<file path="config.mk">
export PLATFORM = sky130hd
export DESIGN_NAME = modbus_rtu_meter_response_checker_unit
export DESIGN_NICKNAME = d
export VERILOG_FILES = /design/src/hdl/mbrc_pkg.sv /design/src/hdl/mbrc_frame_acc.sv /design/src/hdl/mbrc_result_reg.sv /design/src/hdl/modbus_rtu_meter_response_checker_unit.sv
export SDC_FILE = /design/constraint.sdc
export NUM_CORES = 1
export LEC_CHECK = 0
export BUFFER_PORTS_ARGS = -buffer_cell sky130_fd_sc_hd__buf_4
export CAP_MARGIN = 20
export CORE_UTILIZATION = 30
export DETAILED_ROUTE_END_ITERATION = 10
export GPL_TIMING_DRIVEN = 0
export HOLD_SLACK_MARGIN = 0.1
export SYNTH_ARGS = -nofsm -noshare
export SYNTH_HDL_FRONTEND = slang
export SYNTH_SLANG_ARGS = --single-unit
export TNS_END_PERCENT = 20
</file>
<file path="constraint.sdc">
create_clock -name clk -period 11.7 [get_ports clk]
set_input_delay 0.585 -clock clk [delete_from_list [all_inputs] [get_ports clk]]
set_output_delay 0.585 -clock clk [all_outputs]
set_load 0.01 [all_outputs]
</file>
<file path="src/hdl/mbrc_pkg.sv">
`default_nettype none
package mbrc_pkg;

	localparam int unsigned DATA_W = 8;
	localparam int unsigned LEN_W  = 9;
	localparam int unsigned CRC_W  = 16;

	localparam logic [CRC_W-1:0] CRC_INIT = 16'hFFFF;
	localparam logic [CRC_W-1:0] CRC_POLY = 16'hA001;

	// configuration register indexes
	localparam int unsigned REG_IDX_W = 2;
	localparam logic [REG_IDX_W-1:0] REG_EXP_ADDR = 2'd0;
	localparam logic [REG_IDX_W-1:0] REG_EXP_FUNC = 2'd1;
	localparam logic [REG_IDX_W-1:0] REG_MIN_LEN  = 2'd2;

	localparam logic [DATA_W-1:0] EXP_ADDR_RST = 8'd1;
	localparam logic [DATA_W-1:0] EXP_FUNC_RST = 8'd3;
	localparam logic [LEN_W-1:0]  MIN_LEN_RST  = 9'd71;

	// frame status codes
	localparam logic [1:0] STATUS_OK    = 2'd0;
	localparam logic [1:0] STATUS_FAIL  = 2'd1;
	localparam logic [1:0] STATUS_SHORT = 2'd2;

	// frame byte positions (data offset + 3)
	localparam logic [LEN_W-1:0] POS_ADDR     = 9'd0;
	localparam logic [LEN_W-1:0] POS_FUNC     = 9'd1;
	localparam logic [LEN_W-1:0] POS_FLOW     = 9'd3;
	localparam logic [LEN_W-1:0] POS_FORWARD  = 9'd15;
	localparam logic [LEN_W-1:0] POS_REVERSE  = 9'd21;
	localparam logic [LEN_W-1:0] POS_PRESSURE = 9'd39;
	localparam logic [LEN_W-1:0] POS_MSTATUS  = 9'd41;
	localparam logic [LEN_W-1:0] POS_TEMP     = 9'd61;
	localparam logic [LEN_W-1:0] POS_SERIAL   = 9'd67;
	localparam logic [LEN_W-1:0] POS_ID       = 9'd72;
	localparam logic [LEN_W-1:0] POS_BAUD     = 9'd75;

	typedef struct packed {
		logic [31:0] flow;
		logic [31:0] forward_total;
		logic [31:0] reverse_total;
		logic [15:0] pressure;
		logic [15:0] meter_status;
		logic [15:0] temperature;
		logic [31:0] serial_number;
		logic [7:0]  device_id;
		logic [15:0] baud_setting;
	} meter_fields_t;

	// frame state as it stands after the current byte
	typedef struct packed {
		logic [LEN_W-1:0]  length;
		logic [CRC_W-1:0]  crc;
		logic [DATA_W-1:0] first_byte;
		logic [DATA_W-1:0] second_byte;
		meter_fields_t     fields;
	} frame_snap_t;

	function automatic logic [CRC_W-1:0] crc16_byte(
		input logic [CRC_W-1:0]  crc_in,
		input logic [DATA_W-1:0] b
	);
		logic [CRC_W-1:0] c;
		c = crc_in ^ {{(CRC_W-DATA_W){1'b0}}, b};
		for (int k = 0; k < DATA_W; k++) begin
			c = c[0] ? ((c >> 1) ^ CRC_POLY) : (c >> 1);
		end
		return c;
	endfunction

endpackage
`default_nettype wire

</file>
<file path="src/hdl/mbrc_frame_acc.sv">
`default_nettype none
module mbrc_frame_acc
	import mbrc_pkg::*;
#(
	parameter int unsigned MAX_FRAME = 256
) (
	input  wire logic              clk,
	input  wire logic              arst_n,
	input  wire logic              beat_en,
	input  wire logic [DATA_W-1:0] data_byte,
	input  wire logic              frame_end,
	output frame_snap_t            snap
);

	localparam int unsigned CNT_W = $clog2(MAX_FRAME + 1);

	logic [CNT_W-1:0]  count_q;
	logic [CRC_W-1:0]  crc_q;
	logic [DATA_W-1:0] first_q;
	logic [DATA_W-1:0] second_q;
	meter_fields_t     fields_q;

	logic [CNT_W-1:0]  count_nx;
	logic [CRC_W-1:0]  crc_nx;
	logic [DATA_W-1:0] first_nx;
	logic [DATA_W-1:0] second_nx;
	meter_fields_t     fields_nx;
	logic [LEN_W-1:0]  pos;
	logic              counted;

	// 32-bit field sent low word first, each word big-endian
	function automatic logic [31:0] put_wordswap(
		input logic [31:0]       word,
		input logic [LEN_W-1:0]  p,
		input logic [LEN_W-1:0]  base,
		input logic [DATA_W-1:0] b
	);
		logic [31:0]      w;
		logic [LEN_W-1:0] off;
		w   = word;
		off = p - base;
		if (p >= base && off < 9'd4) begin
			case (off[1:0])
				2'd0:    w[15:8]  = b;
				2'd1:    w[7:0]   = b;
				2'd2:    w[31:24] = b;
				default: w[23:16] = b;
			endcase
		end
		return w;
	endfunction

	assign pos     = LEN_W'(count_q);
	assign counted = count_q < CNT_W'(MAX_FRAME);

	always_comb begin
		count_nx  = count_q;
		crc_nx    = crc_q;
		first_nx  = first_q;
		second_nx = second_q;
		fields_nx = fields_q;
		if (counted) begin
			count_nx = count_q + 1'b1;
			crc_nx   = crc16_byte(crc_q, data_byte);
			if (pos == POS_ADDR) first_nx = data_byte;
			if (pos == POS_FUNC) second_nx = data_byte;
			fields_nx.flow          = put_wordswap(fields_q.flow, pos, POS_FLOW, data_byte);
			fields_nx.forward_total = put_wordswap(fields_q.forward_total, pos, POS_FORWARD,
				data_byte);
			fields_nx.reverse_total = put_wordswap(fields_q.reverse_total, pos, POS_REVERSE,
				data_byte);
			if (pos == POS_PRESSURE)        fields_nx.pressure[15:8] = data_byte;
			if (pos == POS_PRESSURE + 9'd1) fields_nx.pressure[7:0]  = data_byte;
			if (pos == POS_MSTATUS)         fields_nx.meter_status[15:8] = data_byte;
			if (pos == POS_MSTATUS + 9'd1)  fields_nx.meter_status[7:0]  = data_byte;
			if (pos == POS_TEMP)            fields_nx.temperature[15:8] = data_byte;
			if (pos == POS_TEMP + 9'd1)     fields_nx.temperature[7:0]  = data_byte;
			if (pos == POS_SERIAL)          fields_nx.serial_number[31:24] = data_byte;
			if (pos == POS_SERIAL + 9'd1)   fields_nx.serial_number[23:16] = data_byte;
			if (pos == POS_SERIAL + 9'd2)   fields_nx.serial_number[15:8]  = data_byte;
			if (pos == POS_SERIAL + 9'd3)   fields_nx.serial_number[7:0]   = data_byte;
			if (pos == POS_ID)              fields_nx.device_id = data_byte;
			if (pos == POS_BAUD)            fields_nx.baud_setting[15:8] = data_byte;
			if (pos == POS_BAUD + 9'd1)     fields_nx.baud_setting[7:0]  = data_byte;
		end
	end

	always_comb begin
		snap.length      = LEN_W'(count_nx);
		snap.crc         = crc_nx;
		snap.first_byte  = first_nx;
		snap.second_byte = second_nx;
		snap.fields      = fields_nx;
	end

	// last beat of a frame leaves everything cleared for the next one
	always_ff @(posedge clk or negedge arst_n) begin
		if (!arst_n) begin
			count_q  <= '0;
			crc_q    <= CRC_INIT;
			first_q  <= '0;
			second_q <= '0;
			fields_q <= '0;
		end else if (beat_en) begin
			if (frame_end) begin
				count_q  <= '0;
				crc_q    <= CRC_INIT;
				first_q  <= '0;
				second_q <= '0;
				fields_q <= '0;
			end else begin
				count_q  <= count_nx;
				crc_q    <= crc_nx;
				first_q  <= first_nx;
				second_q <= second_nx;
				fields_q <= fields_nx;
			end
		end
	end

endmodule
`default_nettype wire

</file>
<file path="src/hdl/mbrc_result_reg.sv">
`default_nettype none
module mbrc_result_reg
	import mbrc_pkg::*;
(
	input  wire logic              clk,
	input  wire logic              arst_n,
	input  wire logic              load,
	input  wire frame_snap_t       snap,
	input  wire logic [DATA_W-1:0] exp_addr,
	input  wire logic [DATA_W-1:0] exp_func,
	input  wire logic [LEN_W-1:0]  min_len,
	input  wire logic              out_ready,
	output logic                   out_valid,
	output logic [1:0]             status,
	output logic [LEN_W-1:0]       length,
	output meter_fields_t          fields
);

	logic              valid_q;
	logic [1:0]        status_q;
	logic [LEN_W-1:0]  length_q;
	meter_fields_t     fields_q;
	logic [1:0]        status_nx;

	always_comb begin
		if (snap.length < min_len) begin
			status_nx = STATUS_SHORT;
		end else if (snap.crc != '0 || snap.first_byte != exp_addr
				|| snap.second_byte != exp_func) begin
			status_nx = STATUS_FAIL;
		end else begin
			status_nx = STATUS_OK;
		end
	end

	always_ff @(posedge clk or negedge arst_n) begin
		if (!arst_n) begin
			valid_q <= 1'b0;
		end else if (load) begin
			valid_q <= 1'b1;
		end else if (out_ready) begin
			valid_q <= 1'b0;
		end
	end

	always_ff @(posedge clk) begin
		if (load) begin
			status_q <= status_nx;
			length_q <= snap.length;
			fields_q <= (status_nx == STATUS_OK) ? snap.fields : '0;
		end
	end

	assign out_valid = valid_q;
	assign status    = status_q;
	assign length    = length_q;
	assign fields    = fields_q;

endmodule
`default_nettype wire

</file>
<file path="src/hdl/modbus_rtu_meter_response_checker_unit.sv">
// the frame-end beat passes the input register, then loads the result register;
// one byte per cycle unless a frame-end byte waits on a held output; CRC update and
// captures sit between the input register and the frame state / result register
// a result waiting at the output holds back only the next frame-end byte
// reset clears the frame state (count 0, crc 0xFFFF, captures 0) and loads
// expected address 1, expected function 3 and minimum length 71
`default_nettype none
module modbus_rtu_meter_response_checker_unit
	import mbrc_pkg::*;
#(
	parameter int unsigned MAX_FRAME = 256
) (
	input  wire logic                 clk,
	input  wire logic                 arst_n,
	input  wire logic                 cfg_we,
	input  wire logic [REG_IDX_W-1:0] cfg_index,
	input  wire logic [LEN_W-1:0]     cfg_data,
	input  wire logic                 in_valid,
	output logic                      in_ready,
	input  wire logic [DATA_W-1:0]    data_byte,
	input  wire logic                 frame_end,
	output logic                      out_valid,
	input  wire logic                 out_ready,
	output logic [1:0]                frame_status,
	output logic [LEN_W-1:0]          frame_length,
	output logic [31:0]               flow_reading,
	output logic [31:0]               forward_total_raw,
	output logic [31:0]               reverse_total_raw,
	output logic [15:0]               pressure_reading,
	output logic [15:0]               meter_status,
	output logic [15:0]               temperature_raw,
	output logic [31:0]               serial_number,
	output logic [7:0]                device_id,
	output logic [15:0]               baud_setting
);

	logic [DATA_W-1:0] exp_addr_q;
	logic [DATA_W-1:0] exp_func_q;
	logic [LEN_W-1:0]  min_len_q;

	logic              valid_s1;
	logic [DATA_W-1:0] byte_s1;
	logic              last_s1;
	logic              advance;
	logic              out_free;
	frame_snap_t       snap;
	meter_fields_t     fields;

	always_ff @(posedge clk or negedge arst_n) begin
		if (!arst_n) begin
			exp_addr_q <= EXP_ADDR_RST;
			exp_func_q <= EXP_FUNC_RST;
			min_len_q  <= MIN_LEN_RST;
		end else if (cfg_we) begin
			unique case (cfg_index)
				REG_EXP_ADDR: exp_addr_q <= cfg_data[DATA_W-1:0];
				REG_EXP_FUNC: exp_func_q <= cfg_data[DATA_W-1:0];
				REG_MIN_LEN:  min_len_q  <= cfg_data;
				default:      ;
			endcase
		end
	end

	// only a frame-end beat needs room in the result register
	assign out_free = !out_valid || out_ready;
	assign advance  = valid_s1 && (!last_s1 || out_free);
	assign in_ready = !valid_s1 || advance;

	always_ff @(posedge clk or negedge arst_n) begin
		if (!arst_n) begin
			valid_s1 <= 1'b0;
		end else if (in_ready) begin
			valid_s1 <= in_valid;
		end
	end

	always_ff @(posedge clk) begin
		if (in_ready && in_valid) begin
			byte_s1 <= data_byte;
			last_s1 <= frame_end;
		end
	end

	mbrc_frame_acc #(
		.MAX_FRAME(MAX_FRAME)
	) u_acc (
		.clk       (clk),
		.arst_n    (arst_n),
		.beat_en   (advance),
		.data_byte (byte_s1),
		.frame_end (last_s1),
		.snap      (snap)
	);

	mbrc_result_reg u_result (
		.clk       (clk),
		.arst_n    (arst_n),
		.load      (advance && last_s1),
		.snap      (snap),
		.exp_addr  (exp_addr_q),
		.exp_func  (exp_func_q),
		.min_len   (min_len_q),
		.out_ready (out_ready),
		.out_valid (out_valid),
		.status    (frame_status),
		.length    (frame_length),
		.fields    (fields)
	);

	assign flow_reading      = fields.flow;
	assign forward_total_raw = fields.forward_total;
	assign reverse_total_raw = fields.reverse_total;
	assign pressure_reading  = fields.pressure;
	assign meter_status      = fields.meter_status;
	assign temperature_raw   = fields.temperature;
	assign serial_number     = fields.serial_number;
	assign device_id         = fields.device_id;
	assign baud_setting      = fields.baud_setting;

endmodule
`default_nettype wire

</file>
==> Flow_metrics.wiki, run 1 <==
{| class="wikitable"
! Metric !! Value
|-
| Outcome || complete, no violations
|-
| Slowest CP cell || sky130_fd_sc_hd__xnor2_1
|-
| Antenna diode instance count || 0
|-
| Biggest area consumer among synthesized cells || sky130_fd_sc_hd__edfxtp_1
|-
| Post-Syn Nets || 1,860
|-
| Detail-routed via count per cell || 5.07
|-
| Most repeated cell in the gate-level netlist after synthesis || sky130_fd_sc_hd__nand2_1
|-
| CTS tree || yes
|-
| CTS Buf Count || 52
|-
| Maximum number of pins on one net before global-route repair || 111
|-
| Netlist area before placement || 21,700 um2
|-
| Commonest cells in the netlist || sky130_fd_sc_hd__nand2_1, sky130_fd_sc_hd__dfrtp_1, sky130_fd_sc_hd__edfxtp_1
|-
| Endpoint arrival time on the critical path || 4.97 ns
|-
| Share of synthesized flip-flops with an asynchronous set or reset || 54.9%
|-
| Clock transition time at the flip-flop clock pins of the worst setup and hold paths || 0.06 ns
|-
| Power density normalized to cell area || 156 nW/um2
|-
| Crit path required time || 12.09 ns
|-
| Final-report setup violation count || 0
|-
| Number of flip-flops and latches in the synthesized netlist || 488
|-
| Via Count || 15,800
|-
| Time the worst path needs with I/O delays and setup || 4.58 ns
|-
| Inst Count DP || 3,017
|-
| Count of input and output buffers || 237
|-
| Dominant delay contributor by cell family on the critical path || simple AND/OR/NAND/NOR gates
|-
| Max Buffers Root-to-Sink || 3
|-
| Number of antenna-violating nets in the routed design || 0
|-
| Yosys warns || 0
|-
| CTS Root Buffer Type || sky130_fd_sc_hd__clkbuf_16
|-
| List of cells traversed by the critical path || buf_2, clkbuf_1, nor3b_1, and3_1, nand3_1, xnor2_1, ha_1, o21a_1, nor2_1, nor4_2, nand4bb_4, buf_6, buf_6, nor2_1
|-
| Routed len/inst || 22.4 um
|-
| Layout Nets || 2,160
|-
| Std-Cell Core Area || 71,500 um2
|-
| Residual DRC count || 0
|-
| # Post-CTS Setup Buffers || 0
|-
| Crit Path Class || reg -> reg
|-
| Total global-route track usage || 18.7%
|-
| Max_slew headroom || 24.4%
|-
| Worst setup SP type || flip-flop
|-
| Die Y-Extent || 271 um
|-
| Synthesized instance count || 1,822
|-
| Final standard cell count with taps included and fillers excluded || 3,115
|-
| Vias in the first global route || 15,800
|-
| Post-detailed-placement cell area || 24,800 um2
|-
| Starting density of the core || 30.3%
|-
| Kind of end point of the critical path || flip-flop
|-
| Syn avg cell area || 11.9 um2
|-
| Buffers and inverters on the worst path || 4
|-
| CP peak stage delay || 0.57 ns
|-
| Top-Level Pins || 238
|-
| Post-Route Skew || 0.0263 ns
|-
| Number of cell rows || 98
|-
| Slew at the pin closest to its max-slew limit || 1.13 ns
|-
| Fraction of final layout cells sized beyond drive strength 1 || 22.6%
|-
| Maximum fanout encountered on the critical timing path || 10
|-
| P&R area growth vs syn || 22.7%
|-
| Number of optimization iterations in the first detailed-route pass || 5
|-
| Worst ir drop on vdd || 0.106 mV
|-
| Finished layout cell area || 26,600 um2
|-
| DR iter-0 viols || 1,603
|-
| Final count of pins violating max slew || 0
|-
| Worst min-delay path class || in -> reg
|-
| Total congestion overflow || 0
|-
| Number of different library cells in the post-synthesis netlist || 70
|-
| Final count of hold timing violations || 0
|-
| Filler cell count in the final layout || 6,934
|-
| Fraction of synthesized cell area taken by the top area cell type || 30.5%
|-
| Max cap viols || 0
|-
| Die Span X || 271 um
|-
| Slack of the worst reg-to-reg path || 7.12 ns
|-
| Total Die Area || 73,300 um2
|-
| Leading register cell type out of synthesis || sky130_fd_sc_hd__dfrtp_1
|-
| Achievable clock frequency || 218 MHz
|-
| RD Place Congestion || 0.891
|-
| Share of the clock period used by the worst path || 39.1%
|-
| DP HPWL || 48,900 um
|-
| Static power due to leakage || 10.5 nW
|-
| Leading post-synthesis cells by cell area || sky130_fd_sc_hd__edfxtp_1, sky130_fd_sc_hd__dfrtp_1, sky130_fd_sc_hd__mux2i_1, sky130_fd_sc_hd__nand2_1, sky130_fd_sc_hd__a22o_1
|-
| Proportion of synthesized chip area in sequential cells || 61.6%
|-
| # clock sinks || 488
|-
| RSZ-0062 raised after global routing || false
|-
| Initial antenna violation count || 0
|-
| First-pass GRT wire length || 103,000 um
|-
| DRT Wirelength || 69,600 um
|-
| Number of H-tree levels || 2
|-
| Insertion delay of the later-clocked pin in the worst-skew pair || 0.61 ns
|-
| Number of flops mapped to enable cells by yosys || 220
|}
==> registers in the layout, indices dropped and copies added, names as in the netlist <==
register / count
byte_s1: 8
exp_addr_q: 8
exp_func_q: 8
last_s1: 1
min_len_q: 9
u_acc.count_q: 9
u_acc.crc_q: 16
u_acc.fields_q: 200
u_acc.first_q: 8
u_acc.second_q: 8
u_result.fields: 200
u_result.length: 9
u_result.out_valid: 1
u_result.status: 2
valid_s1: 1
==> through the flow <==
step           TNS, ns  power [mW]  worst slack [ns]  utilization, %  hold WS, ns
6_report             0        4.16              7.12            37.2        0.160
5_1_grt              0        4.30              6.94            37.2        0.141
4_1_cts              0        4.18              7.26            37.2        0.132
3_5_place_dp         0        2.49              7.36            34.7        0.470
3_3_place_gp   -535.54        2.49             -2.57            34.4        0.462
2_1_floorplan        0        2.29              1.17               -        0.289
==> cell families after synthesis <==
logic type / share of synthesized area, %
flops: 61.6
compound gates: 13.9
mux: 6.84
simple gates: 11.8
xor+xnor: 1.57
fa+ha+maj: 0.751
buf+inv: 3.50
==> layout by cell type, fill, tap and decap left out, drive strengths merged, types with 5 or more instances in the layout <==
master,Yosys,final
buf,40,285
ha,13,13
nor3,12,12
o22ai,7,7
and3,7,7
a21oi,103,103
and2,9,9
inv,27,28
o211ai,5,5
edfxtp,220,220
xnor2,19,19
dfrtp,245,245
clkinv,0,9
nand2,253,253
nand3,15,15
a22o,108,108
nor4,6,6
mux2,23,23
xor2,12,12
o22a,7,7
a21o,11,11
o2bb2ai,32,32
o21ai,123,123
mux2i,122,122
nand2b,10,10
clkbuf,88,168
nor2b,25,25
dfstp,23,23
nor4b,5,5
nor2,201,201
==> worst paths after layout <==
path / from / endpoint / cells after the start
setup / recovery: u_acc.count_q[2] / u_result.fields[55] / 14
hold / removal: frame_end / last_s1 / 1
setup reg to reg: u_acc.count_q[2] / u_result.fields[55] / 14
hold reg to reg: u_acc.fields_q[75] / u_acc.fields_q[75] / 2
max in group asynchronous: arst_n / min_len_q[6] / 3
min in group asynchronous: arst_n / u_acc.fields_q[175] / 2
==> power breakdown <==
part | switching, mW | internal [mW]
Combinational | 0.317 | 0.195
Sequential | 0.0633 | 1.89
Clock | 0.699 | 0.993
Total | 1.08 | 3.08
==> layer usage <==
metal	vias up	wire [um]	track usage (%)
li1	7101	-	-
met1	7992	30700	26.0
met2	598	32900	30.2
met3	103	4470	3.08
met4	0	1610	5.07
met5	-	0	0
==> worst reg2reg max path, stage by stage, from the launching register on <==
cell,delay [ns]
sky130_fd_sc_hd__dfrtp_1,0.39
sky130_fd_sc_hd__buf_2,0.26
sky130_fd_sc_hd__clkbuf_1,0.43
sky130_fd_sc_hd__nor3b_1,0.53
sky130_fd_sc_hd__and3_1,0.32
sky130_fd_sc_hd__nand3_1,0.12
sky130_fd_sc_hd__xnor2_1,0.57
sky130_fd_sc_hd__ha_1,0.29
sky130_fd_sc_hd__o21a_1,0.15
sky130_fd_sc_hd__nor2_1,0.05
sky130_fd_sc_hd__nor4_2,0.36
sky130_fd_sc_hd__nand4bb_4,0.18
sky130_fd_sc_hd__buf_6,0.22
sky130_fd_sc_hd__buf_6,0.20
sky130_fd_sc_hd__nor2_1,0.29
==> area by class of cell <==
class	count	area [um2]	share of cell area, %
multi-input combinational	1179	7560	28.5
timing repair buffer	246	1980	7.45
sequential	488	13300	50.2
buffer	128	656	2.47
inverter	27	101	0.381
clock buffer	80	1530	5.77
tap	950	1190	4.47
clock inverter	17	208	0.782
==> repair_timing <==
action,4_1_cts,5_1_grt
endpoints found under the hold margin,43,0
hold buffers,1,0
gates resized for setup,0,0
Power figures use the tool's default switching activity.
==> run 2: changes to the inputs <==
- clock period: 11.7 -> 4.1 ns (I/O delays scaled with it)
==> Flow_metrics.wiki, run 2 (synthesis gave the netlist of run 1 again) <==
{| class="wikitable"
! Metric !! Value
|-
| Final standard cell count with taps included and fillers excluded || 3,139 (+0.77%)
|-
| CP peak stage delay || 0.53 ns (-0.04 ns)
|-
| Clock transition time at the flip-flop clock pins of the worst setup and hold paths || 0.06 ns (about the same)
|-
| CTS Root Buffer Type || sky130_fd_sc_hd__clkbuf_16
|-
| Crit Path Class || reg -> reg
|-
| Die Span X || 271 um (unchanged)
|-
| CTS tree || yes
|-
| Number of antenna-violating nets in the routed design || 0 (unchanged)
|-
| Time the worst path needs with I/O delays and setup || 3.96 ns (-0.619 ns)
|-
| CTS Buf Count || 51 (-1.9%)
|-
| DP HPWL || 49,500 um (+1.1%)
|-
| Die Y-Extent || 271 um (unchanged)
|-
| Count of input and output buffers || 237 (unchanged)
|-
| # clock sinks || 488 (unchanged)
|-
| Worst setup SP type || flip-flop
|-
| Maximum number of pins on one net before global-route repair || 117 (+5.4%)
|-
| Slew at the pin closest to its max-slew limit || 1.16 ns (+0.0275 ns)
|-
| First-pass GRT wire length || 104,000 um (+1.0%)
|-
| List of cells traversed by the critical path || clkbuf_1, clkbuf_1, nand4_1, nor2_2, xor2_2, ha_1, a2111oi_0, nand2_1, nand4bb_4, buf_6, buf_6, nor2_1
|-
| Insertion delay of the later-clocked pin in the worst-skew pair || 0.62 ns (about the same)
|-
| Max cap viols || 0 (unchanged)
|-
| Final count of pins violating max slew || 0 (unchanged)
|-
| Post-Place Setup Slack || -0.153 ns (-7.51 ns)
|-
| Detail-routed via count per cell || 5.10 (+0.59%)
|-
| Top-Level Pins || 238 (unchanged)
|-
| P&R area growth vs syn || 24.2%
|-
| Achievable clock frequency || 253 MHz (+16%)
|-
| Layout Nets || 2,183 (+1.1%)
|-
| RSZ-0062 raised after global routing || false
|-
| Routed len/inst || 22.5 um (+0.73%)
|-
| Fraction of final layout cells sized beyond drive strength 1 || 23.5% (+0.86 points)
|-
| Power density normalized to cell area || 442 nW/um2 (+180%)
|-
| Std-Cell Core Area || 71,500 um2 (unchanged)
|-
| Via Count || 16,000 (+1.4%)
|-
| Share of the clock period used by the worst path || 96.6% (+57 points)
|-
| Initial antenna violation count || 1 (+1)
|-
| Outcome || complete, no violations
|-
| DR iter-0 viols || 1,624 (+1.3%)
|-
| Buffers and inverters on the worst path || 4 (unchanged)
|-
| Final-report setup violation count || 0 (unchanged)
|-
| Number of cell rows || 98 (unchanged)
|-
| Post-detailed-placement cell area || 24,800 um2 (+0.11%)
|-
| Post-route setup slack || 0.140 ns (-6.98 ns)
|-
| Total global-route track usage || 19.0% (+0.22 points)
|-
| Max Buffers Root-to-Sink || 3 (unchanged)
|-
| Final Core Density || 37.6% (+0.46 points)
|-
| Dominant delay contributor by cell family on the critical path || buffers and inverters
|-
| Vias in the first global route || 16,100 (+2.0%)
|-
| Number of optimization iterations in the first detailed-route pass || 5 (unchanged)
|-
| Most frequent cells in the layout || sky130_fd_sc_hd__nand2_1, sky130_fd_sc_hd__dfrtp_1, sky130_fd_sc_hd__buf_4, sky130_fd_sc_hd__edfxtp_1, sky130_fd_sc_hd__nor2_1
|-
| Max_slew headroom || 22.6% (-1.8 points)
|-
| Kind of end point of the critical path || flip-flop
|-
| Total Die Area || 73,300 um2 (unchanged)
|-
| Number of H-tree levels || 2 (unchanged)
|-
| Finished layout cell area || 26,900 um2 (+1.2%)
|-
| DRT Wirelength || 70,700 um (+1.5%)
|-
| Crit path required time || 4.45 ns (-7.64 ns)
|-
| RD Place Congestion || 0.889 (-0.24%)
|-
| Endpoint arrival time on the critical path || 4.31 ns (-0.66 ns)
|-
| Residual DRC count || 0 (unchanged)
|-
| Worst ir drop on vdd || 0.306 mV (+190%)
|-
| Worst min-delay path class || in -> async
|-
| Slowest CP cell || sky130_fd_sc_hd__clkbuf_1
|-
| Final count of hold timing violations || 0 (unchanged)
|-
| Maximum fanout encountered on the critical timing path || 10 (unchanged)
|-
| Post-Route Skew || 0.0209 ns (-0.00538 ns)
|-
| Static power due to leakage || 10.6 nW (+1.5%)
|-
| Starting density of the core || 30.3% (unchanged)
|-
| Inst Count DP || 3,017 (unchanged)
|-
| Total congestion overflow || 0 (unchanged)
|-
| Most frequent standard cell in the layout excluding fill and tap cells || sky130_fd_sc_hd__nand2_1
|}
run 2: cell types whose count changed in the layout (fill, tap and decap cells not counted), moves of 2 or more:
cell and delta:
sky130_fd_sc_hd__clkinv_2 +5, sky130_fd_sc_hd__xnor2_4 +2, sky130_fd_sc_hd__clkbuf_1 -10, sky130_fd_sc_hd__dlygate4sd3_1 +23, sky130_fd_sc_hd__clkbuf_16 -3, sky130_fd_sc_hd__xnor2_1 -3, sky130_fd_sc_hd__clkbuf_2 +3, sky130_fd_sc_hd__nor2_2 +5
sky130_fd_sc_hd__clkbuf_8 +4, sky130_fd_sc_hd__inv_6 +2, sky130_fd_sc_hd__nor2_1 -5
run 2: layer usage:
layer,share of wire (%),up-vias,GRT usage [%],routed length [um]
li1,-,7155,-,-
met1,43,8063,25.4,30500
met2,47,658,30.4,33000
met3,7.1,132,3.95,5020
met4,3.0,2,6.33,2140
met5,0.018,-,0,13
run 2: worst reg2reg max path, stage by stage, from the launching register on:
cell,delay (ns)
sky130_fd_sc_hd__dfrtp_1,0.32
sky130_fd_sc_hd__clkbuf_1,0.35
sky130_fd_sc_hd__clkbuf_1,0.53
sky130_fd_sc_hd__nand4_1,0.24
sky130_fd_sc_hd__nor2_2,0.27
sky130_fd_sc_hd__xor2_2,0.34
sky130_fd_sc_hd__ha_1,0.32
sky130_fd_sc_hd__a2111oi_0,0.40
sky130_fd_sc_hd__nand2_1,0.18
sky130_fd_sc_hd__nand4bb_4,0.16
sky130_fd_sc_hd__buf_6,0.24
sky130_fd_sc_hd__buf_6,0.22
sky130_fd_sc_hd__nor2_1,0.12
run 2: power breakdown:
part	total, mW	internal, mW	switching [mW]
logic	1.50	0.575	0.922
registers	5.57	5.39	0.180
clock network	4.81	2.80	2.01
total	11.9	8.76	3.11
run 2: path summary, 6_finish.rpt:
path	from	to	slack, ns	cells past startpoint
min	arst_n	u_acc.fields_q[183]	0.15	2
min reg2reg	u_acc.fields_q[66]	u_acc.fields_q[66]	0.48	2
max in group asynchronous	arst_n	u_acc.fields_q[39]	2.95	3
max	u_acc.count_q[4]	u_result.fields[50]	0.14	12
max reg2reg	u_acc.count_q[4]	u_result.fields[50]	0.14	12
min in group clk	cfg_we	exp_func_q[2]	0.29	3
run 2: final cells by class:
cell class / instances / area [um2]
multi-input combinational: 1179 / 7650
antenna: 1 / 2.50
tap: 950 / 1190
inverter: 27 / 101
clock buffer: 72 / 1460
timing repair buffer: 270 / 2210
fill: 6864 / 44600
buffer: 128 / 679
sequential: 488 / 13300
clock inverter: 24 / 264
run 2: what timing repair did:
action                                  CTS  global route
hold buffers                             24             0
pin swaps                                 0             2
setup buffers                             0             1
endpoints found under the setup margin  200           200
gates resized for setup                   3            14
hold endpoints to repair                204             0
run 2: stage by stage:
step                      total power [mW]  hold slack [ns]  setup TNS (ns)
after global routing                  12.3            0.191               0
after floorplan                       6.51          -0.0906          -70.71
after detailed placement              7.12            0.191           -8.44
after CTS                             11.9            0.143               0
after global placement                7.08            0.387         -381.64
final                                 11.9            0.151               0
==> run 3: changes to the inputs <==
- CORE_ASPECT_RATIO: unset -> 1.5
==> Flow_metrics.wiki, run 3 (synthesis gave the netlist of run 1 again) <==
{| class="wikitable"
! Metric !! Value
|-
| Power density normalized to cell area || 432 nW/um2 (-2.1%)
|-
| First-pass GRT wire length || 106,000 um (+1.9%)
|-
| Endpoint arrival time on the critical path || 4.46 ns (+0.15 ns)
|-
| Std-Cell Core Area || 71,500 um2 (about the same)
|-
| Slew at the pin closest to its max-slew limit || 1.13 ns (-0.0288 ns)
|-
| Max Buffers Root-to-Sink || 3 (unchanged)
|-
| Total Die Area || 73,300 um2 (about the same)
|-
| CTS Root Buffer Type || sky130_fd_sc_hd__clkbuf_16
|-
| Kind of end point of the critical path || flip-flop
|-
| CP peak stage delay || 0.40 ns (-0.13 ns)
|-
| Static power due to leakage || 10.6 nW (-0.72%)
|-
| Total congestion overflow || 0 (unchanged)
|-
| Share of the clock period used by the worst path || 98.7% (+2.1 points)
|-
| Residual DRC count || 0 (unchanged)
|-
| # clock sinks || 488 (unchanged)
|-
| Clock transition time at the flip-flop clock pins of the worst setup and hold paths || 0.06 ns (about the same)
|-
| P&R area growth vs syn || 23.2%
|-
| DRT Wirelength || 72,900 um (+3.2%)
|-
| Initial antenna violation count || 1 (unchanged)
|-
| CTS Buf Count || 49 (-3.9%)
|-
| Worst min-delay path class || in -> async
|-
| Outcome || complete, no violations
|-
| Maximum number of pins on one net before global-route repair || 118 (+0.85%)
|-
| Most frequent cells in the layout || sky130_fd_sc_hd__nand2_1, sky130_fd_sc_hd__dfrtp_1, sky130_fd_sc_hd__buf_4, sky130_fd_sc_hd__edfxtp_1, sky130_fd_sc_hd__nor2_1
|-
| Routed len/inst || 23.6 um (+4.7%)
|-
| Fraction of final layout cells sized beyond drive strength 1 || 23.7% (+0.19 points)
|-
| Slowest CP cell || sky130_fd_sc_hd__dfrtp_1
|-
| List of cells traversed by the critical path || buf_2, buf_2, clkbuf_4, nor3b_4, and3_1, nand3_1, xnor2_4, ha_1, o21a_1, nor2_1, nor4_2, nand4bb_4, buf_6, buf_6, nor2_1
|-
| Post-Route Setup TNS || 0 ns (unchanged)
|-
| Layout Nets || 2,179 (-0.18%)
|-
| Crit Path Class || reg -> reg
|-
| Filler cell count in the final layout || 7,010 (+2.1%)
|-
| Finished layout cell area || 26,700 um2 (-0.80%)
|-
| Count of input and output buffers || 237 (unchanged)
|-
| Die Span X || 221 um (-18%)
|-
| Vias in the first global route || 16,100 (-0.23%)
|-
| Die Y-Extent || 331 um (+22%)
|-
| Final count of pins violating max slew || 0 (unchanged)
|-
| Final-report setup violation count || 0 (unchanged)
|-
| Number of H-tree levels || 2 (unchanged)
|-
| Worst ir drop on vdd || 0.265 mV (-13%)
|-
| RSZ-0062 raised after global routing || true
|-
| DP HPWL || 51,500 um (+4.2%)
|-
| Crit path required time || 4.52 ns (+0.07 ns)
|-
| Time the worst path needs with I/O delays and setup || 4.05 ns (+0.0867 ns)
|-
| DR iter-0 viols || 935 (-42%)
|-
| Via Count || 15,800 (-1.4%)
|-
| Final Core Density || 37.3% (-0.29 points)
|-
| Number of cell rows || 120 (+22%)
|-
| CTS tree || yes
|-
| Most frequent standard cell in the layout excluding fill and tap cells || sky130_fd_sc_hd__nand2_1
|-
| Total global-route track usage || 19.6% (+0.68 points)
|-
| RD Place Congestion || 0.920 (+3.5%)
|-
| Post-Route Skew || 0.0469 ns (+0.0260 ns)
|-
| Post-detailed-placement cell area || 24,800 um2 (-0.10%)
|-
| Worst setup SP type || flip-flop
|-
| Starting density of the core || 30.3% (about the same)
|-
| Overall Power || 11.5 mW (-2.9%)
|-
| Final count of hold timing violations || 0 (unchanged)
|-
| Worst-case reg-to-reg path depth || 15 (+3)
|-
| Max cap viols || 0 (unchanged)
|-
| Number of antenna-violating nets in the routed design || 0 (unchanged)
|-
| Insertion delay of the later-clocked pin in the worst-skew pair || 0.63 ns (about the same)
|-
| Achievable clock frequency || 247 MHz (-2.1%)
|-
| Max_slew headroom || 24.8% (+2.2 points)
|-
| Detail-routed via count per cell || 5.10 (about the same)
|-
| Maximum fanout encountered on the critical timing path || 10 (unchanged)
|-
| Top-Level Pins || 238 (unchanged)
|-
| Number of optimization iterations in the first detailed-route pass || 6 (+1)
|}
-- run 3: where the power goes --
group,switching (mW),internal (mW),total [mW]
combinational,0.949,0.578,1.53
sequential,0.181,5.39,5.57
clock,2.03,2.40,4.44
-- run 3: area by class of cell --
type / count / area, um2 / area share [%]
antenna: 1 / 2.50 / 0.00938
buffer: 126 / 678 / 2.54
clock buffer: 60 / 1300 / 4.86
clock inverter: 29 / 241 / 0.905
inverter: 27 / 101 / 0.380
multi-input combinational: 1179 / 7660 / 28.7
sequential: 488 / 13300 / 50.0
tap: 915 / 1140 / 4.29
timing repair buffer: 270 / 2220 / 8.31
-- run 3: final timing paths --
| kind | slack [ns] | from | to |
|---|---|---|---|
| max | 0.05 | u_acc.count_q[8] | u_result.fields[12] |
| min | 0.11 | arst_n | min_len_q[3] |
| max reg2reg | 0.05 | u_acc.count_q[8] | u_result.fields[12] |
| min reg2reg | 0.48 | u_acc.fields_q[38] | u_acc.fields_q[38] |
| max in group asynchronous | 2.99 | arst_n | u_acc.fields_q[109] |
| min in group clk | 0.20 | cfg_index[0] | exp_addr_q[7] |
-- run 3: per-layer routing --
metal / up-vias / share of wire (%) / global-route usage (%)
met5: - / 0 / 0
met4: 0 / 3.9 / 9.09
li1: 7126 / - / -
met1: 7984 / 41 / 24.0
met2: 545 / 50 / 34.4
met3: 133 / 4.8 / 2.70
-- run 3: what timing repair did --
action                                  in CTS  in global routing
hold endpoints to repair                   287                  0
pin swaps                                    0                  1
setup buffers                                0                  1
endpoints found under the setup margin     201                199
resized for setup                            9                 18
gates cloned                                 0                  0
hold buffers                                23                  0
-- run 3: critical path: cells and delay by family, from the launching register on --
family	cells	cell delay [ns]
adder cells (fa/ha/maj)	1	0.22
flip-flops	1	0.40
AND/OR/NAND/NOR	7	1.68
AO/OA/AOI/OAI	1	0.14
XOR/XNOR	1	0.35
buffers and inverters	5	1.05
-- run 3: stage by stage --
step                worst slack [ns]  std cells  hold slack [ns]
floorplan                     -0.335       1822          -0.0906
global placement               -2.03       2974            0.390
detailed placement            -0.464       2983            0.162
CTS                           0.0443       3094            0.110
global route                 -0.0121       3095            0.146
finish                        0.0535       3095            0.110
